### src/rcm_pkg.sv
package rcm_pkg;

  // Channel count and fixed channel roles
  localparam int NUM_CHANNELS = 4;
  localparam logic [1:0] CH_ROLL   = 2'd0;
  localparam logic [1:0] CH_PITCH  = 2'd1;
  localparam logic [1:0] CH_THRUST = 2'd2;
  localparam logic [1:0] CH_YAW    = 2'd3;

  // Item opcodes; the fourth code does nothing
  typedef enum logic [1:0] {
    OP_EDGE = 2'd0,
    OP_CMD  = 2'd1,
    OP_EVAL = 2'd2
  } opcode_t;

  // Configuration register indexes
  typedef enum logic [1:0] {
    REG_TIMEOUT  = 2'd0,
    REG_CENTER   = 2'd1,
    REG_DEADBAND = 2'd2,
    REG_FAILSAFE = 2'd3
  } reg_idx_t;

  // Reset values
  localparam logic [31:0] TIMEOUT_RST  = 32'd500000;
  localparam logic [15:0] CENTER_RST   = 16'd1500;
  localparam logic [15:0] DEADBAND_RST = 16'd50;
  localparam logic [15:0] FAILSAFE_RST = 16'd900;
  localparam logic [15:0] DRIVE_RST    = 16'd1500;

  // Host command pre-scaled to a quotient numerator (width / 5 or / 125 remains)
  typedef struct packed {
    logic [1:0]  opcode;
    logic [1:0]  channel;
    logic        level;
    logic [31:0] now_us;
    logic [13:0] roll_q;
    logic [13:0] pitch_q;
    logic [13:0] yaw_q;
    logic [17:0] thrust_q;
  } item_t;

  // One result: drive widths and failsafe status
  typedef struct packed {
    logic [NUM_CHANNELS-1:0][15:0] drive;
    logic                          failsafe;
  } result_t;

endpackage

### src/rcm_if.sv
// Input item channel
interface rcm_in_if;
  logic               valid;
  logic               ready;
  logic [1:0]         opcode;
  logic [1:0]         channel;
  logic               level;
  logic [31:0]        now_us;
  logic signed [15:0] roll_cmd;
  logic signed [15:0] pitch_cmd;
  logic signed [15:0] yaw_rate_cmd;
  logic [15:0]        thrust_cmd;

  modport source (
    output valid, opcode, channel, level, now_us,
    output roll_cmd, pitch_cmd, yaw_rate_cmd, thrust_cmd,
    input  ready
  );
  modport sink (
    input  valid, opcode, channel, level, now_us,
    input  roll_cmd, pitch_cmd, yaw_rate_cmd, thrust_cmd,
    output ready
  );
endinterface

// Result channel
interface rcm_out_if;
  logic        valid;
  logic        ready;
  logic [15:0] roll_out;
  logic [15:0] pitch_out;
  logic [15:0] thrust_out;
  logic [15:0] yaw_out;
  logic        failsafe_active;

  modport source (
    output valid, roll_out, pitch_out, thrust_out, yaw_out, failsafe_active,
    input  ready
  );
  modport sink (
    input  valid, roll_out, pitch_out, thrust_out, yaw_out, failsafe_active,
    output ready
  );
endinterface

### src/rc_pulse_capture_command_mixer.sv
// RC pulse capture and host/RC command mixer. Takes one item per clock sustained
// while results are taken without stall: an item is registered into the input
// register on transfer, applied to the capture/host/mix state as it moves into
// the result register, and its result is offered from the result register. The
// input register and the result register form a two-entry pipe, so an input
// transfer can still be taken while a result waits. Every item, including the
// unused opcode, yields one result with the four drive widths and the failsafe
// status after that item. Configuration writes take effect on the next clock edge;
// the user must make them while no item is in flight; the block does not check.
module rc_pulse_capture_command_mixer (
  input  logic        clk,
  input  logic        rst_n,
  rcm_in_if.sink      in_ch,
  rcm_out_if.source   out_ch,
  input  logic        cfg_we,
  input  logic [1:0]  cfg_index,
  input  logic [31:0] cfg_wdata
);

  rcm_pkg::item_t   item_nxt, item_r;
  rcm_pkg::result_t res_nxt, res_r;
  logic             v1_r, vo_r;
  logic             adv1;

  // Host command scaling ahead of the input register
  rcm_cmd_prep u_prep (
    .roll_cmd     (in_ch.roll_cmd),
    .pitch_cmd    (in_ch.pitch_cmd),
    .yaw_rate_cmd (in_ch.yaw_rate_cmd),
    .thrust_cmd   (in_ch.thrust_cmd),
    .roll_q       (item_nxt.roll_q),
    .pitch_q      (item_nxt.pitch_q),
    .yaw_q        (item_nxt.yaw_q),
    .thrust_q     (item_nxt.thrust_q)
  );

  assign item_nxt.opcode  = in_ch.opcode;
  assign item_nxt.channel = in_ch.channel;
  assign item_nxt.level   = in_ch.level;
  assign item_nxt.now_us  = in_ch.now_us;

  // Handshake: item moves on when the result register is free or draining
  assign adv1        = v1_r && (!vo_r || out_ch.ready);
  assign in_ch.ready = !v1_r || adv1;

  // Input register
  always_ff @(posedge clk) begin
    if (!rst_n) begin
      v1_r <= 1'b0;
    end else if (in_ch.ready) begin
      v1_r <= in_ch.valid;
    end
  end

  always_ff @(posedge clk) begin
    if (in_ch.ready && in_ch.valid) begin
      item_r <= item_nxt;
    end
  end

  // State and mixing
  rcm_core u_core (
    .clk       (clk),
    .rst_n     (rst_n),
    .cfg_we    (cfg_we),
    .cfg_index (cfg_index),
    .cfg_wdata (cfg_wdata),
    .fire      (adv1),
    .item      (item_r),
    .res       (res_nxt)
  );

  // Result register
  always_ff @(posedge clk) begin
    if (!rst_n) begin
      vo_r <= 1'b0;
    end else if (adv1) begin
      vo_r <= 1'b1;
    end else if (out_ch.ready) begin
      vo_r <= 1'b0;
    end
  end

  always_ff @(posedge clk) begin
    if (adv1) begin
      res_r <= res_nxt;
    end
  end

  assign out_ch.valid           = vo_r;
  assign out_ch.roll_out        = res_r.drive[rcm_pkg::CH_ROLL];
  assign out_ch.pitch_out       = res_r.drive[rcm_pkg::CH_PITCH];
  assign out_ch.thrust_out      = res_r.drive[rcm_pkg::CH_THRUST];
  assign out_ch.yaw_out         = res_r.drive[rcm_pkg::CH_YAW];
  assign out_ch.failsafe_active = res_r.failsafe;

`ifndef ASSERT_OFF
  // An item leaving the input register always lands in the result register
  a_adv_lands: assert property (@(posedge clk) disable iff (!rst_n)
    adv1 |=> vo_r)
    else $error("advanced item lost");

  // Both stages full and result stalled: no input transfer
  a_full_stall: assert property (@(posedge clk) disable iff (!rst_n)
    v1_r && vo_r && !out_ch.ready |-> !in_ch.ready)
    else $error("input taken while pipe full");
`endif

endmodule

### src/rcm_cmd_prep.sv
// Clamps the host command and forms the scaled numerators ahead of the input register.
// Roll/pitch/yaw: (1500*40960 +/- v*gain) >> 13, still to be divided by 5.
// Thrust: (1200*256000 + t*8108) >> 11, still to be divided by 125.
module rcm_cmd_prep (
  input  logic signed [15:0] roll_cmd,
  input  logic signed [15:0] pitch_cmd,
  input  logic signed [15:0] yaw_rate_cmd,
  input  logic [15:0]        thrust_cmd,
  output logic [13:0]        roll_q,
  output logic [13:0]        pitch_q,
  output logic [13:0]        yaw_q,
  output logic [17:0]        thrust_q
);

  localparam logic signed [15:0] ANGLE_LIM   = 16'sd1072;
  localparam logic signed [15:0] YAW_LIM     = 16'sd3216;
  localparam logic [15:0]        THRUST_LO   = 16'd5120;
  localparam logic [15:0]        THRUST_HI   = 16'd12800;
  localparam logic signed [30:0] ANGLE_BIAS  = 31'sd61440000;
  localparam logic signed [30:0] ANGLE_GAIN  = 31'sd5729;
  localparam logic signed [30:0] YAW_GAIN    = 31'sd1592;
  localparam logic [28:0]        THRUST_BIAS = 29'd307200000;
  localparam logic [28:0]        THRUST_GAIN = 29'd8108;

  logic signed [15:0] roll_c, pitch_c, yaw_c;
  logic [15:0]        thrust_c;
  logic signed [30:0] roll_n, pitch_n, yaw_n;
  logic [28:0]        thrust_n;

  // Saturation
  always_comb begin
    roll_c = roll_cmd;
    if (roll_cmd > ANGLE_LIM) roll_c = ANGLE_LIM;
    else if (roll_cmd < -ANGLE_LIM) roll_c = -ANGLE_LIM;
    pitch_c = pitch_cmd;
    if (pitch_cmd > ANGLE_LIM) pitch_c = ANGLE_LIM;
    else if (pitch_cmd < -ANGLE_LIM) pitch_c = -ANGLE_LIM;
    yaw_c = yaw_rate_cmd;
    if (yaw_rate_cmd > YAW_LIM) yaw_c = YAW_LIM;
    else if (yaw_rate_cmd < -YAW_LIM) yaw_c = -YAW_LIM;
    thrust_c = thrust_cmd;
    if (thrust_cmd < THRUST_LO) thrust_c = THRUST_LO;
    else if (thrust_cmd > THRUST_HI) thrust_c = THRUST_HI;
  end

  // Constant gains; all numerators stay positive
  assign roll_n   = ANGLE_BIAS + 31'(roll_c) * ANGLE_GAIN;
  assign pitch_n  = ANGLE_BIAS - 31'(pitch_c) * ANGLE_GAIN;
  assign yaw_n    = ANGLE_BIAS + 31'(yaw_c) * YAW_GAIN;
  assign thrust_n = THRUST_BIAS + 29'(thrust_c) * THRUST_GAIN;

  // Power-of-two part of the divisor
  assign roll_q   = roll_n[26:13];
  assign pitch_q  = pitch_n[26:13];
  assign yaw_q    = yaw_n[26:13];
  assign thrust_q = thrust_n[28:11];

endmodule

### src/rcm_core.sv
// Capture, host and mix state; gives the post-item view of the outputs.
module rcm_core (
  input  logic             clk,
  input  logic             rst_n,
  input  logic             cfg_we,
  input  logic [1:0]       cfg_index,
  input  logic [31:0]      cfg_wdata,
  input  logic             fire,
  input  rcm_pkg::item_t   item,
  output rcm_pkg::result_t res
);

  localparam int N = rcm_pkg::NUM_CHANNELS;
  // Reciprocals: exact over the numerator ranges in use
  localparam logic [30:0] RECIP5   = 31'd52429;
  localparam int          SHIFT5   = 18;
  localparam logic [36:0] RECIP125 = 37'd268436;
  localparam int          SHIFT125 = 25;

  logic [31:0] timeout_r;
  logic [15:0] center_r, deadband_r, failsafe_r;

  logic [N-1:0][31:0] rise_r, rise_nxt;
  logic [N-1:0][15:0] rcw_r, rcw_nxt;
  logic [N-1:0][15:0] host_r, host_nxt;
  logic [N-1:0][15:0] drive_r, drive_nxt;
  logic [31:0]        last_cmd_r, last_cmd_nxt;
  logic [N-1:0]       fresh_r, fresh_nxt;
  logic               tout_r, tout_nxt;

  logic [30:0]        roll_prod, pitch_prod, yaw_prod;
  logic [36:0]        thr_prod;
  logic [N-1:0][15:0] host_calc;
  logic [31:0]        pulse;
  logic [31:0]        elapsed;
  logic               tout_eval;
  logic [N-1:0]       outside;
  logic [N-1:0][15:0] want;

  // Configuration writes
  always_ff @(posedge clk) begin
    if (!rst_n) begin
      timeout_r  <= rcm_pkg::TIMEOUT_RST;
      center_r   <= rcm_pkg::CENTER_RST;
      deadband_r <= rcm_pkg::DEADBAND_RST;
      failsafe_r <= rcm_pkg::FAILSAFE_RST;
    end else if (cfg_we) begin
      unique case (cfg_index)
        rcm_pkg::REG_TIMEOUT:  timeout_r  <= cfg_wdata;
        rcm_pkg::REG_CENTER:   center_r   <= cfg_wdata[15:0];
        rcm_pkg::REG_DEADBAND: deadband_r <= cfg_wdata[15:0];
        rcm_pkg::REG_FAILSAFE: failsafe_r <= cfg_wdata[15:0];
        default: ;
      endcase
    end
  end

  // Remaining divide by 5 / 125 of the host widths
  assign roll_prod  = 31'(item.roll_q) * RECIP5;
  assign pitch_prod = 31'(item.pitch_q) * RECIP5;
  assign yaw_prod   = 31'(item.yaw_q) * RECIP5;
  assign thr_prod   = 37'(item.thrust_q) * RECIP125;
  assign host_calc[rcm_pkg::CH_ROLL]   = 16'(roll_prod >> SHIFT5);
  assign host_calc[rcm_pkg::CH_PITCH]  = 16'(pitch_prod >> SHIFT5);
  assign host_calc[rcm_pkg::CH_YAW]    = 16'(yaw_prod >> SHIFT5);
  assign host_calc[rcm_pkg::CH_THRUST] = 16'(thr_prod >> SHIFT125);

  // Pulse width and timeout check
  assign pulse     = item.now_us - rise_r[item.channel];
  assign elapsed   = item.now_us - last_cmd_r;
  assign tout_eval = elapsed > timeout_r;

  // Mix selection per channel
  always_comb begin
    logic [16:0] diff;
    logic [16:0] mag;
    for (int i = 0; i < N; i++) begin
      diff = {1'b0, rcw_r[i]} - {1'b0, center_r};
      mag  = diff[16] ? (17'd0 - diff) : diff;
      outside[i] = mag > {1'b0, deadband_r};
      want[i] = outside[i] ? rcw_r[i] : host_r[i];
    end
    want[rcm_pkg::CH_THRUST] = (rcw_r[rcm_pkg::CH_THRUST] < host_r[rcm_pkg::CH_THRUST]) ?
                               rcw_r[rcm_pkg::CH_THRUST] : host_r[rcm_pkg::CH_THRUST];
    if (tout_eval) begin
      for (int i = 0; i < N; i++) want[i] = failsafe_r;
    end
  end

  // Next state for the item leaving the input register
  always_comb begin
    rise_nxt     = rise_r;
    rcw_nxt      = rcw_r;
    host_nxt     = host_r;
    drive_nxt    = drive_r;
    last_cmd_nxt = last_cmd_r;
    fresh_nxt    = fresh_r;
    tout_nxt     = tout_r;
    if (fire) begin
      unique case (item.opcode)
        rcm_pkg::OP_EDGE: begin
          if (item.level) begin
            rise_nxt[item.channel] = item.now_us;
          end else begin
            rcw_nxt[item.channel]   = pulse[15:0];
            fresh_nxt[item.channel] = 1'b1;
          end
        end
        rcm_pkg::OP_CMD: begin
          host_nxt     = host_calc;
          last_cmd_nxt = item.now_us;
        end
        rcm_pkg::OP_EVAL: begin
          tout_nxt = tout_eval;
          for (int i = 0; i < N; i++) begin
            if (fresh_r[i]) drive_nxt[i] = want[i];
          end
          fresh_nxt = '0;
        end
        default: ;
      endcase
    end
  end

  // State registers
  always_ff @(posedge clk) begin
    if (!rst_n) begin
      rise_r     <= '0;
      rcw_r      <= '0;
      host_r     <= '0;
      last_cmd_r <= '0;
      fresh_r    <= '0;
      tout_r     <= 1'b0;
      for (int i = 0; i < N; i++) drive_r[i] <= rcm_pkg::DRIVE_RST;
    end else begin
      rise_r     <= rise_nxt;
      rcw_r      <= rcw_nxt;
      host_r     <= host_nxt;
      last_cmd_r <= last_cmd_nxt;
      fresh_r    <= fresh_nxt;
      tout_r     <= tout_nxt;
      drive_r    <= drive_nxt;
    end
  end

  assign res.drive    = drive_nxt;
  assign res.failsafe = tout_nxt;

`ifndef ASSERT_OFF
  // An evaluate clears every fresh flag
  a_eval_clears: assert property (@(posedge clk) disable iff (!rst_n)
    fire && item.opcode == rcm_pkg::OP_EVAL |=> fresh_r == '0)
    else $error("fresh flags not cleared by evaluate");

  // Failsafe status only moves on an evaluate
  a_tout_hold: assert property (@(posedge clk) disable iff (!rst_n)
    !(fire && item.opcode == rcm_pkg::OP_EVAL) |=> $stable(tout_r))
    else $error("failsafe status changed outside evaluate");
`endif

endmodule

### src/flat_wrapper.sv
// flat-port wrapper written by rule: the top's interface ports become plain ports
module rc_pulse_capture_command_mixer_flat 
  (clk, rst_n, cfg_we, cfg_index, cfg_wdata, in_ch_valid, in_ch_opcode, in_ch_channel, in_ch_level, in_ch_now_us, in_ch_roll_cmd, in_ch_pitch_cmd, in_ch_yaw_rate_cmd, in_ch_thrust_cmd, in_ch_ready, out_ch_valid, out_ch_roll_out, out_ch_pitch_out, out_ch_thrust_out, out_ch_yaw_out, out_ch_failsafe_active, out_ch_ready);
  rcm_in_if in_ch_i ();
  rcm_out_if out_ch_i ();
  input  logic clk;
  input  logic rst_n;
  input  logic cfg_we;
  input  logic [1:0] cfg_index;
  input  logic [31:0] cfg_wdata;
  input wire logic [$bits(in_ch_i.valid)-1:0] in_ch_valid;
  input wire logic [$bits(in_ch_i.opcode)-1:0] in_ch_opcode;
  input wire logic [$bits(in_ch_i.channel)-1:0] in_ch_channel;
  input wire logic [$bits(in_ch_i.level)-1:0] in_ch_level;
  input wire logic [$bits(in_ch_i.now_us)-1:0] in_ch_now_us;
  input wire logic [$bits(in_ch_i.roll_cmd)-1:0] in_ch_roll_cmd;
  input wire logic [$bits(in_ch_i.pitch_cmd)-1:0] in_ch_pitch_cmd;
  input wire logic [$bits(in_ch_i.yaw_rate_cmd)-1:0] in_ch_yaw_rate_cmd;
  input wire logic [$bits(in_ch_i.thrust_cmd)-1:0] in_ch_thrust_cmd;
  output wire logic [$bits(in_ch_i.ready)-1:0] in_ch_ready;
  output wire logic [$bits(out_ch_i.valid)-1:0] out_ch_valid;
  output wire logic [$bits(out_ch_i.roll_out)-1:0] out_ch_roll_out;
  output wire logic [$bits(out_ch_i.pitch_out)-1:0] out_ch_pitch_out;
  output wire logic [$bits(out_ch_i.thrust_out)-1:0] out_ch_thrust_out;
  output wire logic [$bits(out_ch_i.yaw_out)-1:0] out_ch_yaw_out;
  output wire logic [$bits(out_ch_i.failsafe_active)-1:0] out_ch_failsafe_active;
  input wire logic [$bits(out_ch_i.ready)-1:0] out_ch_ready;
  assign in_ch_i.valid = in_ch_valid;
  assign in_ch_i.opcode = in_ch_opcode;
  assign in_ch_i.channel = in_ch_channel;
  assign in_ch_i.level = in_ch_level;
  assign in_ch_i.now_us = in_ch_now_us;
  assign in_ch_i.roll_cmd = in_ch_roll_cmd;
  assign in_ch_i.pitch_cmd = in_ch_pitch_cmd;
  assign in_ch_i.yaw_rate_cmd = in_ch_yaw_rate_cmd;
  assign in_ch_i.thrust_cmd = in_ch_thrust_cmd;
  assign in_ch_ready = in_ch_i.ready;
  assign out_ch_valid = out_ch_i.valid;
  assign out_ch_roll_out = out_ch_i.roll_out;
  assign out_ch_pitch_out = out_ch_i.pitch_out;
  assign out_ch_thrust_out = out_ch_i.thrust_out;
  assign out_ch_yaw_out = out_ch_i.yaw_out;
  assign out_ch_failsafe_active = out_ch_i.failsafe_active;
  assign out_ch_i.ready = out_ch_ready;
  rc_pulse_capture_command_mixer u_core (.clk(clk), .rst_n(rst_n), .in_ch(in_ch_i), .out_ch(out_ch_i), .cfg_we(cfg_we), .cfg_index(cfg_index), .cfg_wdata(cfg_wdata));
endmodule
### config.mk
export PLATFORM = sky130hd
export DESIGN_NAME = rc_pulse_capture_command_mixer_flat
export DESIGN_NICKNAME = d
export VERILOG_FILES = /design/src/rcm_pkg.sv /design/src/rcm_if.sv /design/src/rc_pulse_capture_command_mixer.sv /design/src/rcm_cmd_prep.sv /design/src/rcm_core.sv /design/src/flat_wrapper.sv
export SDC_FILE = /design/constraint.sdc
export NUM_CORES = 2
export LEC_CHECK = 0
export BUFFER_PORTS_ARGS = -buffer_cell sky130_fd_sc_hd__buf_2
export CAP_MARGIN = 10
export CELL_PAD_IN_SITES_DETAIL_PLACEMENT = 0
export CELL_PAD_IN_SITES_GLOBAL_PLACEMENT = 1
export CORE_AREA = 2 2 431 433
export DETAILED_ROUTE_END_ITERATION = 10
export DIE_AREA = 0 0 433 435
export PLACE_DENSITY_LB_ADDON = 0.1
export SETUP_SLACK_MARGIN = 0.05
export SYNTH_ARGS = -nofsm -noshare
export SYNTH_HDL_FRONTEND = slang
export SYNTH_HIERARCHICAL = 1
export SYNTH_SLANG_ARGS = --single-unit
### constraint.sdc
create_clock -name clk -period 8.5 [get_ports clk]
set_input_delay 1.7 -clock clk [delete_from_list [all_inputs] [get_ports clk]]
set_output_delay 1.7 -clock clk [all_outputs]
set_load 0.02 [all_outputs]
==> results.py <==
metrics = {
    "status": {
        "outcome": "finished clean",
    },
    "place": {
        "place_area_um2": 59700,
        "place.gp.congestion": 0.819,
        "hpwl_mm": 132,
        "port_buffers": 206,
    },
    "critical_path": {
        "startpoint_type": "input pin",
        "end_kind": "flop",
        "worstPathMaxFanout": 9,
        "required_ns": 9.02,
        "path_class": "in2reg",
        "crit_arrival_ns": 8.45,
    },
    "cts": {
        "ctsResizeCount": 0,
        "cts_sinks": 521,
        "ctsLongestPathBuffers": 3,
        "htreeDepth": 3,
        "hold_buffers": 0,
        "cts_buffers": 70,
        "clk_latency_ns": 0.67,
        "cts.clk_slew.worst_paths_ns": 0.05,
        "cts_tree": "built",
        "cts_root_buffer": "clkbuf_16",
        "postCtsSetupBuffers": 0,
    },
    "sta": {
        "maxSlewViolCount": 0,
        "maxSlewHeadroom_pct": 18.7,
        "hold_violations": 0,
        "min_period_ns": 7.93,
        "tightest_slew_ns": 1.21,
        "rsz0062_at_grt": "no",
        "max_freq_ghz": 0.126,
        "setup_viol": 0,
        "finClkSkew_ns": 0.0387,
        "finalCritPeriodShare_pct": 93.3,
    },
    "routing": {
        "drc": 0,
        "drtPass1Iterations": 5,
        "ant_nets": 0,
        "viasPerCell": 4.68,
        "detail_route.wl_per_cell_um": 18.5,
        "vias": 41100,
        "wl_mm": 162,
        "drt_iter0_markers": 1715,
    },
    "grt": {
        "grt_pass1_vias": 42200,
        "grt_pass1_wl_mm": 251,
        "antenna_found_initial": 5,
        "grt_max_degree": 96,
        "grt-ovfl-total": 0,
        "grtUsageTotal_pct": 17.2,
    },
    "synthesis": {
        "yosys_warnings": 6,
        "syn_area_per_cell_um2": 9.21,
        "postSynthCellCount": 5953,
        "yosysSeqAreaShare_pct": 22.0,
        "synth.top_cells.by_count": "1000 x ha_1, 964 x inv_1, 652 x nand2_1",
        "async_flop_share_pct": 0,
        "yosysTopAreaCell": "ha_1",
        "syn_area_um2": 54800,
        "synth_top_flop_cell": "dfxtp_1",
        "synth_edf_count": 162,
        "synth_most_common_cell": "ha_1",
        "synth_top_area_share_pct": 22.8,
        "synth_seq_cells": 521,
        "ys_top_cells_by_area": "ha_1 23%, fa_1 17%, dfxtp_1 13%, edfxtp_1 8.9%, inv_1 6.6%",
        "synth_cell_types": 117,
    },
    "cells_and_area": {
        "post-route-util_pct": 33.7,
        "nets": 7845,
        "stdcell_area_um2": 61900,
        "drive_gt1_share_pct": 9.77,
        "fillCellCount": 19200,
        "area_delta_synth_final_pct": 13.0,
    },
    "floorplanning": {
        "core-area_um2": 184000,
        "start_util_pct": 29.8,
        "die_w_um": 433,
        "die_area_um2": 188000,
        "rows": 158,
        "die_h_um": 435,
        "ios": 207,
    },
    "hold_path": {
        "hold_class": "reg2reg",
    },
    "job": {
        "drv_cap": 0,
    },
}
-- flip-flops by register name (all words and copies together), names as in the netlist --
signal                         cells
u_core/u_core/host_r              48
u_core/out_ch.pitch_out           16
u_core/item_r                     97
u_core/u_core/timeout_r           32
u_core/out_ch.failsafe_active      1
u_core/out_ch.valid                1
u_core/out_ch.yaw_out             16
u_core/u_core/rcw_r               64
u_core/out_ch.thrust_out          16
u_core/u_core/deadband_r          16
u_core/u_core/drive_r             64
u_core/out_ch.roll_out            16
u_core/u_core/last_cmd_r          32
u_core/u_core/center_r            16
u_core/u_core/failsafe_r          16
u_core/v1_r                        1
u_core/u_core/fresh_r              4
u_core/u_core/rise_r              64
u_core/u_core/tout_r               1
-- metrics by stage --
stage | setup slack (ns) | instances | hold WS, ns | setup TNS, ns
CTS | 0.542 | 8786 | 0.453 | 0
global placement | -0.155 | 8660 | 0.438 | -0.348
finish | 0.571 | 8787 | 0.452 | 0
detailed placement | -0.182 | 8660 | 0.446 | -0.482
global route | 0.0614 | 8787 | 0.467 | 0
floorplan | -0.00473 | 5971 | 0.431 | -0.00473
-- path summary, 6_finish.rpt --
path | startpoint | endpoint | slack, ns | cells past startpoint
min reg2reg | u_core/u_core/rise_r[70] | u_core/u_core/rise_r[70] | 0.45 | 2
max reg2reg | u_core/item_r[60] | u_core/out_ch.pitch_out[0] | 1.15 | 25
min | u_core/u_core/rise_r[70] | u_core/u_core/rise_r[70] | 0.45 | 2
max | in_ch_thrust_cmd[10] | u_core/item_r[17] | 0.57 | 27
-- cells by family after synthesis --
family                     share of synthesized area [%]
buffers and inverters                               7.77
other                                             0.0137
and+or+nand+nor                                     12.1
DFF                                                 22.0
xor gates and xnor gates                            3.93
muxes                                               1.16
adders and majority gates                           39.4
AOI/OAI and AO/OA                                   13.6
-- critical path, stage by stage --
cell	delay, ns
buf_2	0.11
nor4_1	0.26
nand3_1	0.13
nand3_1	0.12
o211a_1	0.25
buf_12	0.14
and2_1	0.17
fa_1	0.46
fa_1	0.47
fa_1	0.52
fa_1	0.55
inv_1	0.06
fa_1	0.53
inv_1	0.04
ha_1	0.32
a21o_1	0.18
a221oi_1	0.35
o21ai_0	0.19
a22o_1	0.23
a311o_1	0.34
a31o_2	0.25
xor2_1	0.21
o21a_4	0.17
o31ai_4	0.07
o21a_1	0.19
a211o_1	0.27
xnor2_1	0.12
-- cells in the final DEF, fill, tap and decap left out, drive strengths merged, types with 160 or more instances in the layout --
cell / synthesis / layout
a21oi: 436 / 436
buf: 32 / 362
dfxtp: 359 / 359
edfxtp: 162 / 162
fa: 453 / 453
ha: 1000 / 1000
inv: 964 / 969
nand2: 653 / 653
nor2: 280 / 280
o21ai: 181 / 181
xnor2: 160 / 160
-- routing by layer --
metal	track usage (%)	up-vias	routed length, um
met5	0	-	0
met4	4.68	0	4040
met3	1.51	158	3770
met2	30.2	474	79300
met1	22.5	19700	75400
li1	-	20800	-
-- cell type report --
| cell class | instances | area, um2 | share of cell area (%) |
|---|---|---|---|
| Sequential cell | 521 | 12100 | 19.5 |
| Timing Repair Buffer | 362 | 2230 | 3.60 |
| Clock buffer | 92 | 1930 | 3.11 |
| Clock inverter | 34 | 354 | 0.572 |
| Tap cell | 2480 | 3100 | 5.01 |
| Multi-Input combinational cell | 4333 | 38700 | 62.4 |
| Inverter | 964 | 3630 | 5.85 |
| Antenna cell | 1 | 2.50 | 0.00404 |
Power is not shown: default switching activity piles up to over one toggle a cycle in this logic, so the estimate is an artifact.
